File: src/hw/rtl/sao_blend_pkg.sv
`default_nettype none

package sao_blend_pkg;

  // Width of one color or alpha channel.
  localparam int unsigned ChanW = 8;

  // Full-scale channel value: alpha 255 is fully opaque.
  localparam logic [ChanW-1:0] FullScale = 8'd255;

  // Blend numerator fc*fa*255 + bc*ba*(255-fa) stays below 2^25.
  localparam int unsigned NumW = 25;

  // Divisor 255*out_alpha stays below 2^16.
  localparam int unsigned DenW = 16;

  // One quotient bit per divider stage.
  localparam int unsigned DivSteps = ChanW;

  // Stages from the input transfer to the lane outputs: products, numerator,
  // divisor, saturation check, then the quotient bits.
  localparam int unsigned PipeDepth = 4 + DivSteps;

  // The blended alpha leaves its unit after two stages and then waits for the lanes.
  localparam int unsigned AlphaDelay = PipeDepth - 2;

  typedef struct packed {
    logic [ChanW-1:0] fg_red;
    logic [ChanW-1:0] fg_green;
    logic [ChanW-1:0] fg_blue;
    logic [ChanW-1:0] fg_alpha;
    logic [ChanW-1:0] bg_red;
    logic [ChanW-1:0] bg_green;
    logic [ChanW-1:0] bg_blue;
    logic [ChanW-1:0] bg_alpha;
  } pixel_in_t;

  typedef struct packed {
    logic [ChanW-1:0] out_red;
    logic [ChanW-1:0] out_green;
    logic [ChanW-1:0] out_blue;
    logic [ChanW-1:0] out_alpha;
  } result_t;

  typedef struct packed {
    logic [ChanW-1:0] alpha;
    logic             zero;
  } alpha_info_t;

  // Exact floor(x / 255) for any x up to 255 * 255.
  function automatic logic [ChanW-1:0] div255(input logic [2*ChanW-1:0] x);
    logic [2*ChanW:0] s;
    s = (2*ChanW+1)'(x) + (2*ChanW+1)'(x[2*ChanW-1:ChanW]) + (2*ChanW+1)'(1);
    return s[2*ChanW-1:ChanW];
  endfunction

endpackage

`default_nettype wire

File: src/hw/rtl/straight_alpha_over_blend_unit.sv
`default_nettype none

// Straight-alpha Porter-Duff "over" compositor. Each transfer carries one
// foreground and one background pixel with unpremultiplied 8-bit alpha, and
// the block returns one blended pixel: alpha is fa + floor(ba*(255-fa)/255),
// each color channel is the weighted average of the two colors, floored and
// saturated at 255, and a blended alpha of zero gives an all-zero pixel. A new
// pixel is taken on every clock cycle: busy is high only while reset is held
// and in the first cycle after it is released. Every result appears on
// result_o with done_o high for exactly one cycle, in input order. The
// receiver cannot stall the block, so it must take every result in the cycle
// it is shown. The depth is set by the color lanes and the output register:
// two multiply stages build the numerator, one stage forms the divisor
// 255*alpha, one checks for saturation, and a pipelined restoring divider
// resolves one quotient bit per stage.

module straight_alpha_over_blend_unit (
  input  logic                     clk_i,
  input  logic                     rst_ni,
  input  logic                     start,
  output logic                     busy,
  input  sao_blend_pkg::pixel_in_t pixel_i,
  output logic                     done_o,
  output sao_blend_pkg::result_t   result_o
);
  import sao_blend_pkg::*;

  logic              busy_q;
  logic              accept;
  logic [PipeDepth-1:0] vld_q;
  logic [DenW-1:0]   den;
  alpha_info_t       alpha_info;
  logic [ChanW-1:0]  red;
  logic [ChanW-1:0]  green;
  logic [ChanW-1:0]  blue;
  result_t           res_d;
  result_t           res_q;
  logic              done_q;

  // The pipeline never stalls; busy only covers reset.
  always_ff @(posedge clk_i or negedge rst_ni) begin
    if (!rst_ni) begin
      busy_q <= 1'b1;
    end else begin
      busy_q <= 1'b0;
    end
  end

  assign accept = start & ~busy_q;
  assign busy   = busy_q;

  // Valid bits travel alongside the lane stages.
  always_ff @(posedge clk_i or negedge rst_ni) begin
    if (!rst_ni) begin
      vld_q <= '0;
    end else begin
      vld_q <= {vld_q[PipeDepth-2:0], accept};
    end
  end

  // Blended alpha and the shared divisor.
  sao_blend_alpha u_alpha (
    .clk_i      (clk_i),
    .fg_alpha_i (pixel_i.fg_alpha),
    .bg_alpha_i (pixel_i.bg_alpha),
    .den_o      (den),
    .info_o     (alpha_info)
  );

  // One lane per color channel, all working on the same pixel.
  sao_blend_lane u_lane_red (
    .clk_i      (clk_i),
    .fg_chan_i  (pixel_i.fg_red),
    .fg_alpha_i (pixel_i.fg_alpha),
    .bg_chan_i  (pixel_i.bg_red),
    .bg_alpha_i (pixel_i.bg_alpha),
    .den_i      (den),
    .chan_o     (red)
  );

  sao_blend_lane u_lane_green (
    .clk_i      (clk_i),
    .fg_chan_i  (pixel_i.fg_green),
    .fg_alpha_i (pixel_i.fg_alpha),
    .bg_chan_i  (pixel_i.bg_green),
    .bg_alpha_i (pixel_i.bg_alpha),
    .den_i      (den),
    .chan_o     (green)
  );

  sao_blend_lane u_lane_blue (
    .clk_i      (clk_i),
    .fg_chan_i  (pixel_i.fg_blue),
    .fg_alpha_i (pixel_i.fg_alpha),
    .bg_chan_i  (pixel_i.bg_blue),
    .bg_alpha_i (pixel_i.bg_alpha),
    .den_i      (den),
    .chan_o     (blue)
  );

  // Merge stage. With a blended alpha of zero the divisor is zero as well,
  // so the lanes report saturation; the pixel is forced to zero here.
  always_comb begin
    if (alpha_info.zero) begin
      res_d = '0;
    end else begin
      res_d.out_red   = red;
      res_d.out_green = green;
      res_d.out_blue  = blue;
      res_d.out_alpha = alpha_info.alpha;
    end
  end

  always_ff @(posedge clk_i) begin
    res_q <= res_d;
  end

  always_ff @(posedge clk_i or negedge rst_ni) begin
    if (!rst_ni) begin
      done_q <= 1'b0;
    end else begin
      done_q <= vld_q[PipeDepth-1];
    end
  end

  assign done_o   = done_q;
  assign result_o = res_q;

  // A transparent result must be black.
  a_zero_alpha_black: assert property (@(posedge clk_i) disable iff (!rst_ni)
    (done_q && res_q.out_alpha == '0) |->
      (res_q.out_red == '0 && res_q.out_green == '0 && res_q.out_blue == '0))
    else $error("zero blended alpha with nonzero color");

  // Once out of reset the block never refuses a transfer again.
  a_busy_stays_low: assert property (@(posedge clk_i) disable iff (!rst_ni)
    !busy_q |=> !busy_q)
    else $error("busy rose after reset");

  // The first valid bit tracks exactly the accepted transfers.
  a_valid_entry: assert property (@(posedge clk_i) disable iff (!rst_ni)
    vld_q[0] == $past(accept))
    else $error("pipeline valid does not match accepted transfer");

endmodule

`default_nettype wire

File: src/hw/rtl/sao_blend_alpha.sv
`default_nettype none

module sao_blend_alpha (
  input  logic                             clk_i,
  input  logic [sao_blend_pkg::ChanW-1:0]  fg_alpha_i,
  input  logic [sao_blend_pkg::ChanW-1:0]  bg_alpha_i,
  output logic [sao_blend_pkg::DenW-1:0]   den_o,
  output sao_blend_pkg::alpha_info_t       info_o
);
  import sao_blend_pkg::*;

  logic [2*ChanW-1:0] t_q;
  logic [ChanW-1:0]   fa_q;
  logic [ChanW-1:0]   oa_q;
  logic [DenW-1:0]    den_q;
  logic [ChanW-1:0]   oa_dly_q [AlphaDelay];

  always_ff @(posedge clk_i) begin
    t_q  <= (2*ChanW)'(bg_alpha_i) * (2*ChanW)'(FullScale - fg_alpha_i);
    fa_q <= fg_alpha_i;
    // The sum never exceeds 255.
    oa_q <= fa_q + div255(t_q);
    den_q <= (DenW'(oa_q) << ChanW) - DenW'(oa_q);
    oa_dly_q[0] <= oa_q;
  end

  for (genvar i = 1; i < AlphaDelay; i++) begin : g_dly
    always_ff @(posedge clk_i) begin
      oa_dly_q[i] <= oa_dly_q[i-1];
    end
  end

  assign den_o        = den_q;
  assign info_o.alpha = oa_dly_q[AlphaDelay-1];
  assign info_o.zero  = (oa_dly_q[AlphaDelay-1] == '0);

endmodule

`default_nettype wire

File: src/hw/rtl/sao_blend_lane.sv
`default_nettype none

module sao_blend_lane (
  input  logic                             clk_i,
  input  logic [sao_blend_pkg::ChanW-1:0]  fg_chan_i,
  input  logic [sao_blend_pkg::ChanW-1:0]  fg_alpha_i,
  input  logic [sao_blend_pkg::ChanW-1:0]  bg_chan_i,
  input  logic [sao_blend_pkg::ChanW-1:0]  bg_alpha_i,
  input  logic [sao_blend_pkg::DenW-1:0]   den_i,
  output logic [sao_blend_pkg::ChanW-1:0]  chan_o
);
  import sao_blend_pkg::*;

  logic [2*ChanW-1:0] pf_q;
  logic [2*ChanW-1:0] pb_q;
  logic [ChanW-1:0]   inv_q;
  logic [NumW-1:0]    num_d;
  logic [NumW-1:0]    num_q;
  logic [NumW-1:0]    num_dly_q;

  logic [NumW-1:0]    rem_q [DivSteps];
  logic [DenW-1:0]    dd_q  [DivSteps];
  logic [ChanW-1:0]   quo_q [DivSteps+1];
  logic               sat_q [DivSteps+1];

  assign num_d = ((NumW'(pf_q) << ChanW) - NumW'(pf_q)) + (NumW'(pb_q) * NumW'(inv_q));

  always_ff @(posedge clk_i) begin
    pf_q      <= (2*ChanW)'(fg_chan_i) * (2*ChanW)'(fg_alpha_i);
    pb_q      <= (2*ChanW)'(bg_chan_i) * (2*ChanW)'(bg_alpha_i);
    inv_q     <= FullScale - fg_alpha_i;
    num_q     <= num_d;
    num_dly_q <= num_q;
    // A quotient of 256 or more saturates; otherwise eight bits are exact.
    sat_q[0]  <= (num_dly_q >= NumW'({den_i, {ChanW{1'b0}}}));
    rem_q[0]  <= num_dly_q;
    dd_q[0]   <= den_i;
    quo_q[0]  <= '0;
  end

  for (genvar s = 0; s < DivSteps; s++) begin : g_div
    logic [NumW-1:0] trial;
    logic            ge;

    assign trial = NumW'(dd_q[s]) << (DivSteps - 1 - s);
    assign ge    = (rem_q[s] >= trial);

    always_ff @(posedge clk_i) begin
      quo_q[s+1] <= {quo_q[s][ChanW-2:0], ge};
      sat_q[s+1] <= sat_q[s];
    end

    if (s < DivSteps - 1) begin : g_fwd
      always_ff @(posedge clk_i) begin
        rem_q[s+1] <= ge ? (rem_q[s] - trial) : rem_q[s];
        dd_q[s+1]  <= dd_q[s];
      end
    end
  end

  assign chan_o = sat_q[DivSteps] ? FullScale : quo_q[DivSteps];

endmodule

`default_nettype wire

File: config.mk
export PLATFORM = sky130hd
export DESIGN_NAME = straight_alpha_over_blend_unit
export DESIGN_NICKNAME = d
export VERILOG_FILES = /design/src/hw/rtl/sao_blend_pkg.sv /design/src/hw/rtl/straight_alpha_over_blend_unit.sv /design/src/hw/rtl/sao_blend_alpha.sv /design/src/hw/rtl/sao_blend_lane.sv
export SDC_FILE = /design/constraint.sdc
export NUM_CORES = 2
export LEC_CHECK = 0
export ABC_AREA = 1
export BUFFER_PORTS_ARGS = -buffer_cell sky130_fd_sc_hd__clkbuf_2
export CAP_MARGIN = 20
export CORE_MARGIN = 8
export CORE_UTILIZATION = 49
export CTS_CLUSTER_DIAMETER = 150
export DETAILED_ROUTE_END_ITERATION = 7
export PLACE_DENSITY = 0.64
export REMOVE_ABC_BUFFERS = 1
export SLEW_MARGIN = 5
export SYNTH_ARGS = -nofsm -noshare
export SYNTH_HDL_FRONTEND = slang
export SYNTH_SLANG_ARGS = --single-unit
File: constraint.sdc
create_clock -name clk_i -period 7.81 [get_ports clk_i]
set_input_delay 2.343 -clock clk_i [delete_from_list [all_inputs] [get_ports clk_i]]
set_output_delay 2.343 -clock clk_i [all_outputs]
set_load 0.02 [all_outputs]
# ---- Word level (Yosys, flattened, before mapping)
# Memory sizes are Yosys's and may differ from the RTL's.
# Cells that the tools add are included.
dict set report classes {
  reduce_logical 1
  magnitude_cmp 27
  bitwise_logic 2
  addsub 33
  n_mux 24
  n_div 0
  n_eq_ne 0
  n_shift 0
  multipliers 10
}
# operator n
set ops {}
lappend ops {{25-bit two-way mux} 21}
lappend ops {{8-bit by 8-bit multiplier with 16-bit output} 6}
lappend ops {{25-bit by 24-bit adder with 25-bit output} 3}
lappend ops {{25-bit by 16-bit greater-or-equal comparator with 1-bit output} 3}
lappend ops {{25-bit by 17-bit greater-or-equal comparator with 1-bit output} 3}
lappend ops {{25-bit by 18-bit greater-or-equal comparator with 1-bit output} 3}
lappend ops {{25-bit by 19-bit greater-or-equal comparator with 1-bit output} 3}
lappend ops {{25-bit by 20-bit greater-or-equal comparator with 1-bit output} 3}
lappend ops {{25-bit by 21-bit greater-or-equal comparator with 1-bit output} 3}
lappend ops {{25-bit by 22-bit greater-or-equal comparator with 1-bit output} 3}
lappend ops {{25-bit by 23-bit greater-or-equal comparator with 1-bit output} 3}
lappend ops {{25-bit by 24-bit greater-or-equal comparator with 1-bit output} 3}
lappend ops {{24-bit by 16-bit subtractor with 25-bit output} 3}
lappend ops {{25-bit by 17-bit subtractor with 25-bit output} 3}
lappend ops {{25-bit by 18-bit subtractor with 25-bit output} 3}
lappend ops {{25-bit by 19-bit subtractor with 25-bit output} 3}
lappend ops {{25-bit by 20-bit subtractor with 25-bit output} 3}
lappend ops {{25-bit by 21-bit subtractor with 25-bit output} 3}
lappend ops {{25-bit by 22-bit subtractor with 25-bit output} 3}
lappend ops {{25-bit by 23-bit subtractor with 25-bit output} 3}
lappend ops {{16-bit by 8-bit multiplier with 24-bit output} 3}
lappend ops {{8-bit two-way mux} 3}
lappend ops {{16-bit by 1-bit adder with 16-bit output (second input constant)} 1}
lappend ops {{16-bit by 8-bit adder with 16-bit output} 1}
lappend ops {{other kinds (8)} 8}
dict set report totals {
  mem_bits_rw 1307
  out_inout_bits 34
  memories 13
  wordCells 134
  input_bits 67
  rom_bits 0
  ff_bits 348
  latch_bits 0
}
# memory depth width rd rd_clocked_by_memory_dff write_ports line_no
set memory_table {}
lappend memory_table {u_lane_blue.rem_q 8 25 8 0 8 sao_blend_lane.sv:21} ;# logic [NumW-1:0] rem_q [DivSteps];
lappend memory_table {u_lane_green.rem_q 8 25 8 0 8 sao_blend_lane.sv:21}
lappend memory_table {u_lane_red.rem_q 8 25 8 0 8 sao_blend_lane.sv:21}
lappend memory_table {u_lane_blue.dd_q 8 16 8 0 8 sao_blend_lane.sv:22} ;# logic [DenW-1:0] dd_q [DivSteps];
lappend memory_table {u_lane_green.dd_q 8 16 8 0 8 sao_blend_lane.sv:22}
lappend memory_table {u_lane_red.dd_q 8 16 8 0 8 sao_blend_lane.sv:22}
lappend memory_table {{7 more memories} n/a n/a n/a n/a n/a n/a}

# ---- Longest topological paths before layout
dict set report logic_depth {
  depth_word 3
  ltp_mapped 24
  ltp_nobuf 22
}

# ---- Hierarchy
# Synthesis repeated with hierarchy kept, for this count alone.
dict set report hier_totals {
  hier_cells 13824
  area_unflattened_um2 101061.9
}
# mod instances area_each_um2 cells_each seq_area_each_um2
set by_module_without_submodules {}
lappend by_module_without_submodules {{sao_blend_lane (u_lane_red)} 1 31403.9 4404 9268.9}
lappend by_module_without_submodules {{sao_blend_lane (u_lane_green)} 1 31382.6 4367 9268.9}
lappend by_module_without_submodules {{sao_blend_lane (u_lane_blue)} 1 31370.1 4369 9268.9}
lappend by_module_without_submodules {sao_blend_alpha 1 5627.9 568 2542.4}
lappend by_module_without_submodules {straight_alpha_over_blend_unit 1 1277.5 116 992.2}

# ---- Least setup slack after synthesis
# Ideal clock, no wire load.
dict set report synth_timing {
  path_kind {input -> register}
  start {in pixel_i[35] (netlist bit)}
  end {reg u_lane_red.pf_q[11]}
  slack_ns 1.680
  t_required_ns 7.693
  stages 18
  t_arrival_ns 6.013
  setup_ns 0.117
  n_path_buf 2
  path_cell_list {clkbuf_1 > buf_1 > nand2_1 > fa_1 > fa_1 > inv_1 > fa_1 > inv_1 > fa_1 > inv_1 > ha_1 > nand2_1 > o21ai_0 > a21oi_1 > nor2_1 > nor2_1 > nand2_1 > nand2_1}
}
dict set report synth_between {
  elab_chain_len 1
}
# item line_no
set synth_rtl {}
lappend synth_rtl {{from (decl)} straight_alpha_over_blend_unit.sv:22} ;# input sao_blend_pkg::pixel_in_t pixel_i,
lappend synth_rtl {{8-bit by 8-bit multiplier with 16-bit output} sao_blend_lane.sv:29} ;# pf_q <= (2*ChanW)'(fg_chan_i) * (2*ChanW)'(fg_alpha_i);
lappend synth_rtl {{to (signal assigned)} sao_blend_lane.sv:29}
lappend synth_rtl {{to (decl)} sao_blend_lane.sv:14} ;# logic [2*ChanW-1:0] pf_q;
# Every way passes these cells.
# A chain may end at the register's enable or synchronous reset.

# ---- Worst setup path in the final report
dict set report layout_timing {
  start {in pixel_i[2] (netlist bit)}
  end {reg u_alpha.t_q[15]}
}
dict set report layout_between {
  elab_chain_len 1
}
# item line_no
set layout_rtl {}
lappend layout_rtl {{8-bit by 16-bit multiplier with 16-bit output} sao_blend_alpha.sv:19} ;# t_q <= (2*ChanW)'(bg_alpha_i) * (2*ChanW)'(FullScale - fg_alpha_i);
lappend layout_rtl {{to (signal assigned)} sao_blend_alpha.sv:19}
lappend layout_rtl {{to (decl)} sao_blend_alpha.sv:12} ;# logic [2*ChanW-1:0] t_q;
# Every way passes these cells.

==> results.json <==
{
  "worstPathCellList": "clkbuf_2 > inv_1 > nor2_1 > fa_1 > fa_1 > inv_1 > fa_1 > inv_1 > fa_1 > ha_1 > nand2_1 > o21ai_0 > nand3_1 > nand4_1 > xor2_1",
  "syn_to_final_growth_pct": 8.01,
  "io_pins": 101,
  "reg2reg_depth": 21,
  "root_buffer": "clkbuf_16",
  "rsz0062_at_grt": "no",
  "row_count": 160,
  "synth_edf_count": 0,
  "drv_cap": 0,
  "drtAntennaViolNets": 0,
  "syn_area_per_cell_um2": 7.10,
  "drt_iter0_markers": 4859,
  "cts-resized-gates": 0,
  "cts.htree.levels": 4,
  "multi_input_area_mm2": 0.0569,
  "routabilityCongestion": 0.986,
  "cp_slowest_cell": "fa_1",
  "first_pass_iters": 6,
  "netlist_area_mm2": 0.0940,
  "r2r_end": "u_lane_green.num_q[20]",
  "fillCellCount": 18800,
  "fin_tns_setup_ns": 0,
  "yosysTopAreaCell": "dfxtp_1",
  "dieArea_mm2": 0.206,
  "die_x_um": 454,
  "arrival_ns": 6.51,
  "critPathLaunch": "pixel_i[2]",
  "max_freq_mhz": 174,
  "regArea_mm2": 0.0257,
  "layoutNonFillerInstCount": 15900,
  "timing.final.crit_period_ns": 5.76,
  "cts.path.max_buffers": 3,
  "rr_startpoint": "u_lane_blue.inv_q[0]",
  "cp_max_fo": 28,
  "endpoint_kind": "register",
  "initial_utilization_pct": 49.4,
  "relSlewSlack_pct": 32.6,
  "track_usage_pct": 27.1,
  "wire_per_inst_um": 17.9,
  "ys_seq_area_share_pct": 27.4,
  "cp_top_family": "adder cells",
  "detailed_place_hpwl_um": 239000,
  "grt_max_degree": 34,
  "ys_types": 58,
  "finalMaxSlewViolations": 0,
  "r2r_slack_ns": 2.09,
  "chipHeight_um": 454,
  "yosysMostFrequentCell": "nand2_1",
  "dpl_cell_area_mm2": 0.0964,
  "portBuffers": 100,
  "synth_common_cells": "4,387 x nand2_1, 2,623 x inv_1, 1,268 x dfxtp_1, 934 x nor2_1, 879 x ha_1",
  "vias": 80000,
  "cp-start-kind": "input port",
  "worstMarginPinSlew_ns": 1.01,
  "numCtsBuffers": 144,
  "setup_viol": 0,
  "gr-total-overflow": 0,
  "synthArstFlopShare_pct": 1.09,
  "status": "completed",
  "cp.required_ns": 8.56,
  "core_mm2": 0.190,
  "holdPathEnd": "u_alpha.oa_dly_q[1][5]",
  "grt_pass1_vias": 79600,
  "cp.buffers_inverters": 4,
  "path_common_cell": "fa_1",
  "routed_wl_um": 284000,
  "clk_latency_ns": 0.81,
  "post-route-period-util_pct": 73.8,
  "synth_top_area_share_pct": 27.0,
  "viasPerCell": 5.04,
  "yosys-top-cells-area": "dfxtp_1 27%, nand2_1 18%, fa_1 13%",
  "drive_gt1_share_pct": 4.50,
  "dp_cells": 15600,
  "num-nets-final": 14800,
  "grt_pass1_wl_um": 440000,
  "netlist_instances": 13200,
  "clk_pin_slew_ns": 0.06,
  "hp-class": "register to register",
  "cts_tree": "yes",
  "whs_path_depth": 0,
  "path_class": "input port to register",
  "hp-start": "u_alpha.oa_dly_q[0][5]",
  "holdWs_ns": 0.314,
  "slowest_delay_ns": 0.53,
  "clock_skew_ns": 0.0337,
  "cts_setup_buffers": 0,
  "ys_ff_latch": 1282,
  "yosys_most_used_dff": "dfxtp_1",
  "remaining_drc_errors": 0,
  "cts_sinks": 1282,
  "finalHoldViolations": 0,
  "stdcell_area_mm2": 0.102,
  "cts_hold_buf": 0,
  "yosys_warnings": 0,
  "antenna_found_initial": 7
}
-- routing by layer --
layer	share of wire, %	track usage, %	up-vias
met4	6.8	16.0	6
met3	4.2	3.19	650
met1	40	30.8	37100
li1	-	-	40100
met5	0.014	0	-
met2	49	49.0	2145
-- worst register-to-register path, stage by stage (launching register included) --
cell and delay (ns):
dfxtp_2 0.99, buf_4 0.42, nand2_1 0.13, fa_1 0.56
inv_1 0.05, fa_1 0.49, fa_1 0.50, fa_1 0.50
inv_1 0.05, fa_1 0.47, inv_1 0.04, ha_1 0.34
nand2_1 0.16, inv_1 0.09, nand2_1 0.11, inv_1 0.08
nand3b_1 0.10, nand3b_1 0.17, nand2_1 0.13, nand2_1 0.05
nand2_1 0.05, nand2_1 0.09
-- area by class of cell --
| type | instances | area share (%) |
|---|---|---|
| multi-input combinational | 9038 | 56.0 |
| antenna | 2 | 0.00493 |
| tap | 2511 | 3.09 |
| sequential | 1282 | 25.4 |
| timing repair buffer | 124 | 0.670 |
| clock buffer | 185 | 3.95 |
| clock inverter | 78 | 1.07 |
| inverter | 2654 | 9.82 |
-- flip-flops by register name (all words and copies together), names as in the netlist, 32 cells and up --
name,cells
u_lane_green.quo_q,36
u_lane_blue.dd_q,120
result_o,32
u_lane_red.quo_q,36
u_alpha.oa_dly_q,80
u_lane_green.rem_q,200
u_lane_red.rem_q,200
u_lane_blue.rem_q,200
u_lane_blue.quo_q,36
-- worst max path at each step --
| stage | to | slack, ns | cells past startpoint |
|---|---|---|---|
| after floorplan | u_alpha.t_q[14] | 2.19 | 15 |
| after global placement | u_lane_red.pf_q[11] | 1.29 | 17 |
| after detailed placement | u_lane_red.pf_q[11] | 1.25 | 17 |
| after CTS | u_alpha.t_q[15] | 2.14 | 15 |
| after global routing | u_lane_green.num_q[24] | 1.75 | 19 |
| final | u_alpha.t_q[15] | 2.05 | 15 |
-- cell families after synthesis --
group,Yosys count,synth area share (%)
other cells,1,0.00399
fa+ha+maj,1495,24.8
xor+xnor,320,2.98
compound gates,767,4.55
buf+inv,2917,12.1
simple gates,6455,28.2
flops,1282,27.4
-- metrics by stage --
step | util [%] | setup slack, ns
after CTS | 53.3 | 2.14
after floorplan | - | 2.19
after global placement | 50.7 | 1.29
after detailed placement | 50.7 | 1.25
after global routing | 53.3 | 1.75
final | 53.3 | 2.05
-- placed cells by master (no fill, tap or decap), types with 27 or more instances in the layout --
cell,instances
clkbuf_16,145
fa_1,616
nand3_1,607
ha_1,879
nand4_1,147
a21oi_2,27
nand2_1,4387
nor3_1,96
nand2_2,68
inv_1,2623
nand3b_1,99
clkbuf_2,100
o21ai_0,210
nor2_1,933
a21oi_1,428
xnor2_1,90
xor2_1,230
dfxtp_1,1259
nor4_1,28
Power is left out: the tool's default activity adds up to more than one toggle a clock period on the data nets, which glitch-free logic cannot reach.
